`src/rtl/mbsp_pkg.sv`:
```
`timescale 1ns / 1ps

package mbsp_pkg;

    // Byte classes
    localparam logic [7:0] REALTIME_MIN = 8'hF8;
    localparam logic [7:0] SYS_RESET    = 8'hFF;
    localparam logic [7:0] SYSEX_START  = 8'hF0;

    // Status nibbles with special byte counts
    localparam logic [3:0] NIBBLE_SYSTEM   = 4'hF;
    localparam logic [3:0] NIBBLE_PROGRAM  = 4'hC;
    localparam logic [3:0] NIBBLE_CHAN_PRS = 4'hD;

    localparam logic [1:0] COUNT_NONE = 2'd0;
    localparam logic [1:0] COUNT_ONE  = 2'd1;
    localparam logic [1:0] COUNT_TWO  = 2'd2;

    localparam logic [7:0] KEY_OFFSET = 8'd12;

    // Event kinds
    localparam logic [2:0] KIND_NOTE_OFF  = 3'd0;
    localparam logic [2:0] KIND_NOTE_ON   = 3'd1;
    localparam logic [2:0] KIND_KEY_PRS   = 3'd2;
    localparam logic [2:0] KIND_CONTROL   = 3'd3;
    localparam logic [2:0] KIND_PROGRAM   = 3'd4;
    localparam logic [2:0] KIND_CHAN_PRS  = 3'd5;
    localparam logic [2:0] KIND_BEND      = 3'd6;
    localparam logic [2:0] KIND_RESET     = 3'd7;

    typedef struct packed {
        logic [3:0] status_nibble;
        logic       status_valid;
        logic [3:0] chan;
        logic [1:0] bytes_expected;
        logic [1:0] bytes_received;
        logic [6:0] data0;
        logic [6:0] data1;
    } parser_state_t;

    typedef struct packed {
        logic [2:0]        event_kind;
        logic [3:0]        channel;
        logic signed [7:0] key;
        logic [6:0]        velocity;
        logic [6:0]        ctrl_number;
        logic [6:0]        ctrl_value;
        logic [13:0]       bend_value;
    } midi_event_t;

endpackage

```
`src/rtl/mbsp_in_if.sv`:
```
`timescale 1ns / 1ps

interface mbsp_in_if;
    logic       valid;
    logic       ready;
    logic [7:0] in_byte;

    modport source (output valid, output in_byte, input ready);
    modport sink   (input valid, input in_byte, output ready);
endinterface

```
`src/rtl/mbsp_out_if.sv`:
```
`timescale 1ns / 1ps

interface mbsp_out_if;
    logic              valid;
    logic              ready;
    logic [2:0]        event_kind;
    logic [3:0]        channel;
    logic signed [7:0] key;
    logic [6:0]        velocity;
    logic [6:0]        ctrl_number;
    logic [6:0]        ctrl_value;
    logic [13:0]       bend_value;

    modport source (output valid, output event_kind, output channel, output key,
                    output velocity, output ctrl_number, output ctrl_value,
                    output bend_value, input ready);
    modport sink   (input valid, input event_kind, input channel, input key,
                    input velocity, input ctrl_number, input ctrl_value,
                    input bend_value, output ready);
endinterface

```
`src/rtl/midi_byte_stream_parser_core.sv`:
```
`timescale 1ns / 1ps

// MIDI byte-stream parser with running status.
//
// byte_in   : one raw MIDI byte per request (valid/ready, in_byte).
// event_out : one decoded event per request: kind, channel, key, velocity,
//             controller number/value and 14-bit pitch bend.
// A status byte arms running status; every complete group of data bytes
// after it yields one event. Real-time bytes are ignored, except system
// reset, which yields a reset event and drops status. System-common bytes
// drop status; data without status and SysEx data are discarded.
// Timing: an event appears on event_out in the cycle after the byte that
// completes it is accepted. Throughput: one byte per cycle while event_out
// does not stall, set by the single state update between the parser registers and the event register.
// Reset: status, counts and the stored data bytes clear; no event pending.
// Stall: while event_out holds a request that is not taken, byte_in stalls;
// a byte is taken in the same cycle the pending event leaves.
module midi_byte_stream_parser_core (
    input logic        clk,
    input logic        rst_n,
    mbsp_in_if.sink    byte_in,
    mbsp_out_if.source event_out
);
    import mbsp_pkg::*;

    parser_state_t state_reg;
    parser_state_t state_next;
    midi_event_t   event_reg;
    midi_event_t   event_next;
    logic          emit;
    logic          out_valid_reg;
    logic          out_valid_next;
    logic          accept;

    // Take a byte whenever the event register is empty or emptying
    assign byte_in.ready = !out_valid_reg || event_out.ready;
    assign accept        = byte_in.valid && byte_in.ready;

    mbsp_step u_step (
        .cur     (state_reg),
        .in_byte (byte_in.in_byte),
        .nxt     (state_next),
        .emit    (emit),
        .ev      (event_next)
    );

    // Hold the pending event until taken; accept implies it is leaving
    assign out_valid_next = accept ? emit : (out_valid_reg && !event_out.ready);

    always_ff @(posedge clk or negedge rst_n)
    begin
        if (!rst_n)
        begin
            state_reg     <= '0;
            out_valid_reg <= 1'b0;
        end
        else
        begin
            if (accept)
            begin
                state_reg <= state_next;
            end
            out_valid_reg <= out_valid_next;
        end
    end

    // Payload: load only when a new event is produced
    always_ff @(posedge clk)
    begin
        if (accept && emit)
        begin
            event_reg <= event_next;
        end
    end

    assign event_out.valid       = out_valid_reg;
    assign event_out.event_kind  = event_reg.event_kind;
    assign event_out.channel     = event_reg.channel;
    assign event_out.key         = event_reg.key;
    assign event_out.velocity    = event_reg.velocity;
    assign event_out.ctrl_number = event_reg.ctrl_number;
    assign event_out.ctrl_value  = event_reg.ctrl_value;
    assign event_out.bend_value  = event_reg.bend_value;

    // A system reset byte always yields a reset event next cycle
    a_sys_reset_event: assert property (@(posedge clk) disable iff (!rst_n)
        accept && byte_in.in_byte == SYS_RESET
        |=> event_out.valid && event_out.event_kind == KIND_RESET
            && !state_reg.status_valid)
    else $error("system reset byte did not produce a reset event");

    // Ignored real-time bytes leave the parser state untouched
    a_realtime_transparent: assert property (@(posedge clk) disable iff (!rst_n)
        accept && byte_in.in_byte >= REALTIME_MIN && byte_in.in_byte != SYS_RESET
        |=> state_reg == $past(state_reg))
    else $error("real-time byte disturbed running status");

    // The collected count never reaches a full two-byte group between bytes
    a_count_bound: assert property (@(posedge clk) disable iff (!rst_n)
        state_reg.bytes_received < COUNT_TWO)
    else $error("received byte count out of range");

    // A channel status byte arms status and restarts the count
    a_status_arms: assert property (@(posedge clk) disable iff (!rst_n)
        accept && byte_in.in_byte[7] && byte_in.in_byte < SYSEX_START
        |=> state_reg.status_valid && state_reg.bytes_received == COUNT_NONE
            && state_reg.bytes_expected != COUNT_NONE)
    else $error("status byte did not arm running status");

endmodule

```
`src/rtl/mbsp_step.sv`:
```
`timescale 1ns / 1ps

module mbsp_step (
    input  mbsp_pkg::parser_state_t cur,
    input  logic [7:0]              in_byte,
    output mbsp_pkg::parser_state_t nxt,
    output logic                    emit,
    output mbsp_pkg::midi_event_t   ev
);
    import mbsp_pkg::*;

    logic [6:0] data0_new;
    logic [6:0] data1_new;
    logic [1:0] rcv_inc;
    logic [2:0] kind;

    always_comb
    begin
        data0_new = cur.data0;
        data1_new = cur.data1;
        if (cur.bytes_received == 2'd0)
        begin
            data0_new = in_byte[6:0];
        end
        else if (cur.bytes_received == 2'd1)
        begin
            data1_new = in_byte[6:0];
        end
        rcv_inc = cur.bytes_received + 2'd1;
        kind    = cur.status_nibble[2:0];
    end

    always_comb
    begin
        nxt  = cur;
        emit = 1'b0;
        ev   = '0;
        priority if (in_byte >= REALTIME_MIN)
        begin
            // only system reset acts; other real-time bytes pass untouched
            if (in_byte == SYS_RESET)
            begin
                nxt.status_valid = 1'b0;
                emit             = 1'b1;
                ev.event_kind    = KIND_RESET;
            end
        end
        else if (in_byte > SYSEX_START)
        begin
            nxt.status_valid = 1'b0;
        end
        else if (in_byte[7])
        begin
            nxt.chan           = in_byte[3:0];
            nxt.status_nibble  = in_byte[7:4];
            nxt.status_valid   = 1'b1;
            nxt.bytes_received = COUNT_NONE;
            priority if (in_byte[7:4] == NIBBLE_SYSTEM)
                nxt.bytes_expected = COUNT_NONE;
            else if (in_byte[7:4] == NIBBLE_PROGRAM || in_byte[7:4] == NIBBLE_CHAN_PRS)
                nxt.bytes_expected = COUNT_ONE;
            else
                nxt.bytes_expected = COUNT_TWO;
        end
        else if (cur.status_valid && cur.status_nibble[3]
                 && cur.status_nibble != NIBBLE_SYSTEM)
        begin
            nxt.data0 = data0_new;
            nxt.data1 = data1_new;
            if (rcv_inc < cur.bytes_expected)
            begin
                nxt.bytes_received = rcv_inc;
            end
            else
            begin
                nxt.bytes_received = COUNT_NONE;
                emit               = 1'b1;
                ev.event_kind      = kind;
                ev.channel         = cur.chan;
                unique case (kind)
                    KIND_CONTROL:
                    begin
                        ev.ctrl_number = data0_new;
                        ev.ctrl_value  = data1_new;
                    end
                    KIND_BEND:
                    begin
                        ev.bend_value = {data1_new, data0_new};
                    end
                    default:
                    begin
                        ev.key      = {1'b0, data0_new} - KEY_OFFSET;
                        ev.velocity = data1_new;
                    end
                endcase
            end
        end
        else
        begin
            // drop stray data and SysEx data; state holds
            nxt = cur;
        end
    end

endmodule
```
`src/flat_wrapper.sv`:
```
// flat-port wrapper written by rule: the top's interface ports become plain ports
module midi_byte_stream_parser_core_flat import mbsp_pkg::*;
  (clk, rst_n, byte_in_valid, byte_in_in_byte, byte_in_ready, event_out_valid, event_out_event_kind, event_out_channel, event_out_key, event_out_velocity, event_out_ctrl_number, event_out_ctrl_value, event_out_bend_value, event_out_ready);
  mbsp_in_if byte_in_i ();
  mbsp_out_if event_out_i ();
  input logic clk;
  input logic rst_n;
  input wire logic [$bits(byte_in_i.valid)-1:0] byte_in_valid;
  input wire logic [$bits(byte_in_i.in_byte)-1:0] byte_in_in_byte;
  output wire logic [$bits(byte_in_i.ready)-1:0] byte_in_ready;
  output wire logic [$bits(event_out_i.valid)-1:0] event_out_valid;
  output wire logic [$bits(event_out_i.event_kind)-1:0] event_out_event_kind;
  output wire logic [$bits(event_out_i.channel)-1:0] event_out_channel;
  output wire logic [$bits(event_out_i.key)-1:0] event_out_key;
  output wire logic [$bits(event_out_i.velocity)-1:0] event_out_velocity;
  output wire logic [$bits(event_out_i.ctrl_number)-1:0] event_out_ctrl_number;
  output wire logic [$bits(event_out_i.ctrl_value)-1:0] event_out_ctrl_value;
  output wire logic [$bits(event_out_i.bend_value)-1:0] event_out_bend_value;
  input wire logic [$bits(event_out_i.ready)-1:0] event_out_ready;
  assign byte_in_i.valid = byte_in_valid;
  assign byte_in_i.in_byte = byte_in_in_byte;
  assign byte_in_ready = byte_in_i.ready;
  assign event_out_valid = event_out_i.valid;
  assign event_out_event_kind = event_out_i.event_kind;
  assign event_out_channel = event_out_i.channel;
  assign event_out_key = event_out_i.key;
  assign event_out_velocity = event_out_i.velocity;
  assign event_out_ctrl_number = event_out_i.ctrl_number;
  assign event_out_ctrl_value = event_out_i.ctrl_value;
  assign event_out_bend_value = event_out_i.bend_value;
  assign event_out_i.ready = event_out_ready;
  midi_byte_stream_parser_core u_core (.clk(clk), .rst_n(rst_n), .byte_in(byte_in_i), .event_out(event_out_i));
endmodule
```
`config.mk`:
```
export PLATFORM = sky130hd
export DESIGN_NAME = midi_byte_stream_parser_core_flat
export DESIGN_NICKNAME = d
export VERILOG_FILES = /design/src/rtl/mbsp_pkg.sv /design/src/rtl/mbsp_in_if.sv /design/src/rtl/mbsp_out_if.sv /design/src/rtl/midi_byte_stream_parser_core.sv /design/src/rtl/mbsp_step.sv /design/src/flat_wrapper.sv
export SDC_FILE = /design/constraint.sdc
export NUM_CORES = 1
export LEC_CHECK = 0
export BUFFER_PORTS_ARGS = -buffer_cell sky130_fd_sc_hd__clkbuf_2
export CAP_MARGIN = 40
export CORE_MARGIN = 2
export CORE_UTILIZATION = 54
export CTS_CLUSTER_SIZE = 8
export DETAILED_ROUTE_END_ITERATION = 8
export PLACE_DENSITY = 0.82
export SLEW_MARGIN = 5
export SYNTH_ARGS = -nofsm -noshare
export SYNTH_HDL_FRONTEND = slang
export SYNTH_SLANG_ARGS = --single-unit
```
`constraint.sdc`:
```
create_clock -name clk -period 4.17 [get_ports clk]
set_clock_uncertainty 0.1 [all_clocks]
set_input_delay 0.2085 -clock clk [delete_from_list [all_inputs] [get_ports clk]]
set_output_delay 0.2085 -clock clk [all_outputs]
set_load 0.01 [all_outputs]
```
==> summary.txt <==
Logic synthesis
  – Top post-synthesis cells by area: edfxtp_1 (47%), dfrtp_1 (22%), nor2_1 (5.0%)
  – Synth top area share: 46.6%
  – Synthesized area: 3220 um2
  – Sequential area share after synthesis: 68.4%
  – Syn Inst Count: 244
  – Mean Syn Cell Area: 13.2 um2
  – Async SR Flop Fraction: 35.9%
  – Netlist cell types: 40
  – Yosys top cell by area: edfxtp_1
  – Number of synthesized flops with an enable pin: 50
  – Synth Register Bits: 78
  – Most used DFF post-synth: edfxtp_1
  – Synthesized Nets: 260
  – Ys Warns: 0

Die
  – Initial Util: 55.0%
  – Row count: 28
  – Die width: 81.2 um
  – Die Ht: 81.2 um
  – Boundary Pins: 64
  – Core Box Area: 5850 um2
  – DIE AREA: 6600 um2

Job
  – Max-cap violations: 0

STA
  – Tmin final: 3.12 ns
  – Slew Viols, Final: 0
  – Fin crit share: 74.9%
  – Slew @ Worst Pin: 0.671 ns
  – Endpoints failing setup: 0
  – Fin. Hold Viols: 0
  – Max transition margin: 54.0%
  – Max Freq: 0.320 GHz
  – Total Neg Setup Slack: 0 ns
  – RSZ-0062 raised after global routing: no

CTS
  – Root buffer cell: clkbuf_8
  – CTS tree: built
  – Post-CTS repair timing setup buffer count: 0
  – Clk slew on worst S/H paths: 0.07 ns
  – Htree depth: 3
  – Clock buffer depth: 2
  – CTS Buf Count: 9
  – Resize count post-CTS: 0
  – Clock sink count: 78
  – Worst skew pair latency: 0.34 ns
  – Hold buffers post-CTS: 1

Layout
  – Layout cells sized above 1: 28.5%
  – Synth-to-Final Area Change: 17.4%
  – Multi-input logic area: 941 um2
  – Antenna diode count: 0
  – Layout net count: 327
  – Reg area: 2200 um2
  – Fill cell count: 420
  – Core Util, Final: 64.6%
  – Number of flip-flops in the largest register: 27

Critical path
  – Crit Path Max Fanout: 34
  – Kind of critical path: reg -> reg
  – Worst R2R Setup Slack: 1.05 ns
  – WP data arrival: 3.02 ns
  – RR Startpoint: u_core.state_reg[14]$_DFFE_PN0P_
  – CP Capture Type: flop
  – Worst Setup SP: u_core.state_reg[14]$_DFFE_PN0P_
  – Most frequent CP cell: ha_1
  – Worst Reg-to-Reg Cells: 7
  – WP buf/inv: 2
  – Setup crit start kind: flop
  – Delay-heaviest family, CP: compound AO/OA/AOI/OAI gates
  – Levels on crit path: 7
  – Worst Setup EP: u_core.event_out.event_kind[2]$_DFFE_PP_
  – CP cell instances: inv_1 > ha_1 > ha_1 > a21boi_0 > o211a_1 > o211a_2 > buf_4
  – Critical path data required time: 4.07 ns
  – Slowest stage cell on the critical path: o211a_2
  – Worst path max stage delay: 0.50 ns
  – Reg2reg end: u_core.event_out.event_kind[2]$_DFFE_PP_

Placement
  – Port Buffers: 63
  – Final HPWL DP: 4150 um
  – Final Wtd Congestion: 0.811

Hold path
  – Min-Delay Path Class: in -> reg

Detailed routing
  – DRC viols: 0
  – Routed length per instance: 15.1 um
  – Vias/cell: 5.30
  – Drt initial violations: 166
  – Pre-antenna DRT Iters: 4
  – Drt total wl: 5900 um
  – Detail Route Antenna Nets: 0
  – DR vias: 2074

Power
  – Seq pwr share: 48.1%
  – VDD IR max: 0.269 mV
  – Clock Power Share: 22.8%
  – Sw power: 0.753 mW
  – Combinational power share: 29.1%
  – Overall power: 2.33 mW
  – Pint: 1.57 mW
  – Leak: 1.67 nW
  – Sw Share: 32.4%
  – Power per Cell Area: 615 nW/um2

GRT
  – Remaining Overflow, GRT: 0
  – First-pass GRT wire length: 9540 um
  – Tot GR Track Use: 19.8%
  – Number of global-route vias before repair: 1966
  – Initial antenna violation count: 0
  – Largest net degree at the start of global routing: 35

Run status
  – Outcome: finished, final reports clean
[how the worst min path moves through the flow]
stage                                   from                                to  slack, ns  cells after the start
after floorplan                        rst_n  u_core.event_out.valid$_DFF_PN0_      -0.19                      0
after global placement                 rst_n  u_core.state_reg[22]$_DFFE_PN0P_       0.18                      1
after detailed placement               rst_n  u_core.state_reg[22]$_DFFE_PN0P_       0.18                      1
after CTS                 byte_in_in_byte[4]  u_core.state_reg[23]$_DFFE_PN0P_       0.08                      2
after global routing      byte_in_in_byte[4]  u_core.state_reg[23]$_DFFE_PN0P_       0.08                      2
final                     byte_in_in_byte[4]  u_core.state_reg[23]$_DFFE_PN0P_       0.09                      2
[power by group through the flow]
stage | Combinational (mW) | Sequential, mW | Clock [mW]
floorplan | 0.427 | 1.17 | 0
detailed placement | 0.678 | 1.14 | 0
CTS | 0.682 | 1.12 | 0.533
global route | 0.759 | 1.14 | 0.566
finish | 0.677 | 1.12 | 0.530
global placement | 0.655 | 1.13 | 0
[layout by cell type (no fill, tap or decap), types with 4 or more instances in the layout]
master / n
nor2_1: 43
nand2_1: 22
clkbuf_8: 9
edfxtp_1: 50
mux2i_1: 14
ha_1: 4
and2_1: 4
inv_1: 8
clkbuf_2: 63
o21ai_0: 18
mux2_2: 6
dfrtp_1: 28
[layout make-up]
| cell class | count | area share (%) |
|---|---|---|
| sequential | 78 | 58.2 |
| tap | 75 | 2.48 |
| inverter | 8 | 0.794 |
| multi-input combinational | 149 | 24.9 |
| clock buffer | 12 | 3.57 |
| clock inverter | 4 | 1.26 |
| timing repair buffer | 65 | 8.80 |
[through the flow]
step                instances  hold slack [ns]  cell area, um2  setup slack, ns
global placement          374            0.183            3590             1.17
global route              391           0.0848            3780            0.853
floorplan                 244           -0.187            3220            0.940
CTS                       391           0.0771            3780             1.05
detailed placement        374            0.180            3590             1.06
finish                    391           0.0923            3780             1.05
[cell usage after synthesis (2+ instances only)]
cell type / count
mux2_2: 6
nand2b_1: 2
buf_2: 4
nor2_1: 43
a21o_1: 3
inv_1: 8
edfxtp_1: 50
mux2i_1: 14
and3_1: 3
mux2_4: 2
ha_1: 4
a22o_1: 2
nand2_1: 22
xnor2_1: 3
dfrtp_1: 28
clkbuf_1: 3
nand3_1: 2
o211a_1: 2
o21ai_0: 18
and2_1: 4
nand4b_1: 2
[worst reg2reg max path: cells and delay by family (launching register included)]
kind            cells  cell delay, ns
fa+ha+maj           2            0.60
flops               1            0.39
buf+inv             2            0.53
compound gates      3            1.14
[logic make-up (layout without fill, tap and decap cells)]
logic type,after synthesis,after routing,share of synthesized area [%]
adders and majority gates,4,4,1.55
and+or+nand+nor,87,87,12.7
xor gates and xnor gates,4,4,1.09
muxes,22,22,7.38
AOI/OAI and AO/OA,32,32,6.45
buffers and inverters,17,89,2.41
DFF,78,78,68.4
[layer usage]
metal / vias up / share of wire [%] / global-route usage, %
met5: - / 0 / 0
met4: 0 / 0.86 / 8.64
met3: 4 / 4.3 / 5.00
met2: 51 / 53 / 32.6
met1: 1019 / 42 / 24.9
li1: 1000 / - / -
No activity file was read; power rests on OpenSTA's default activity.
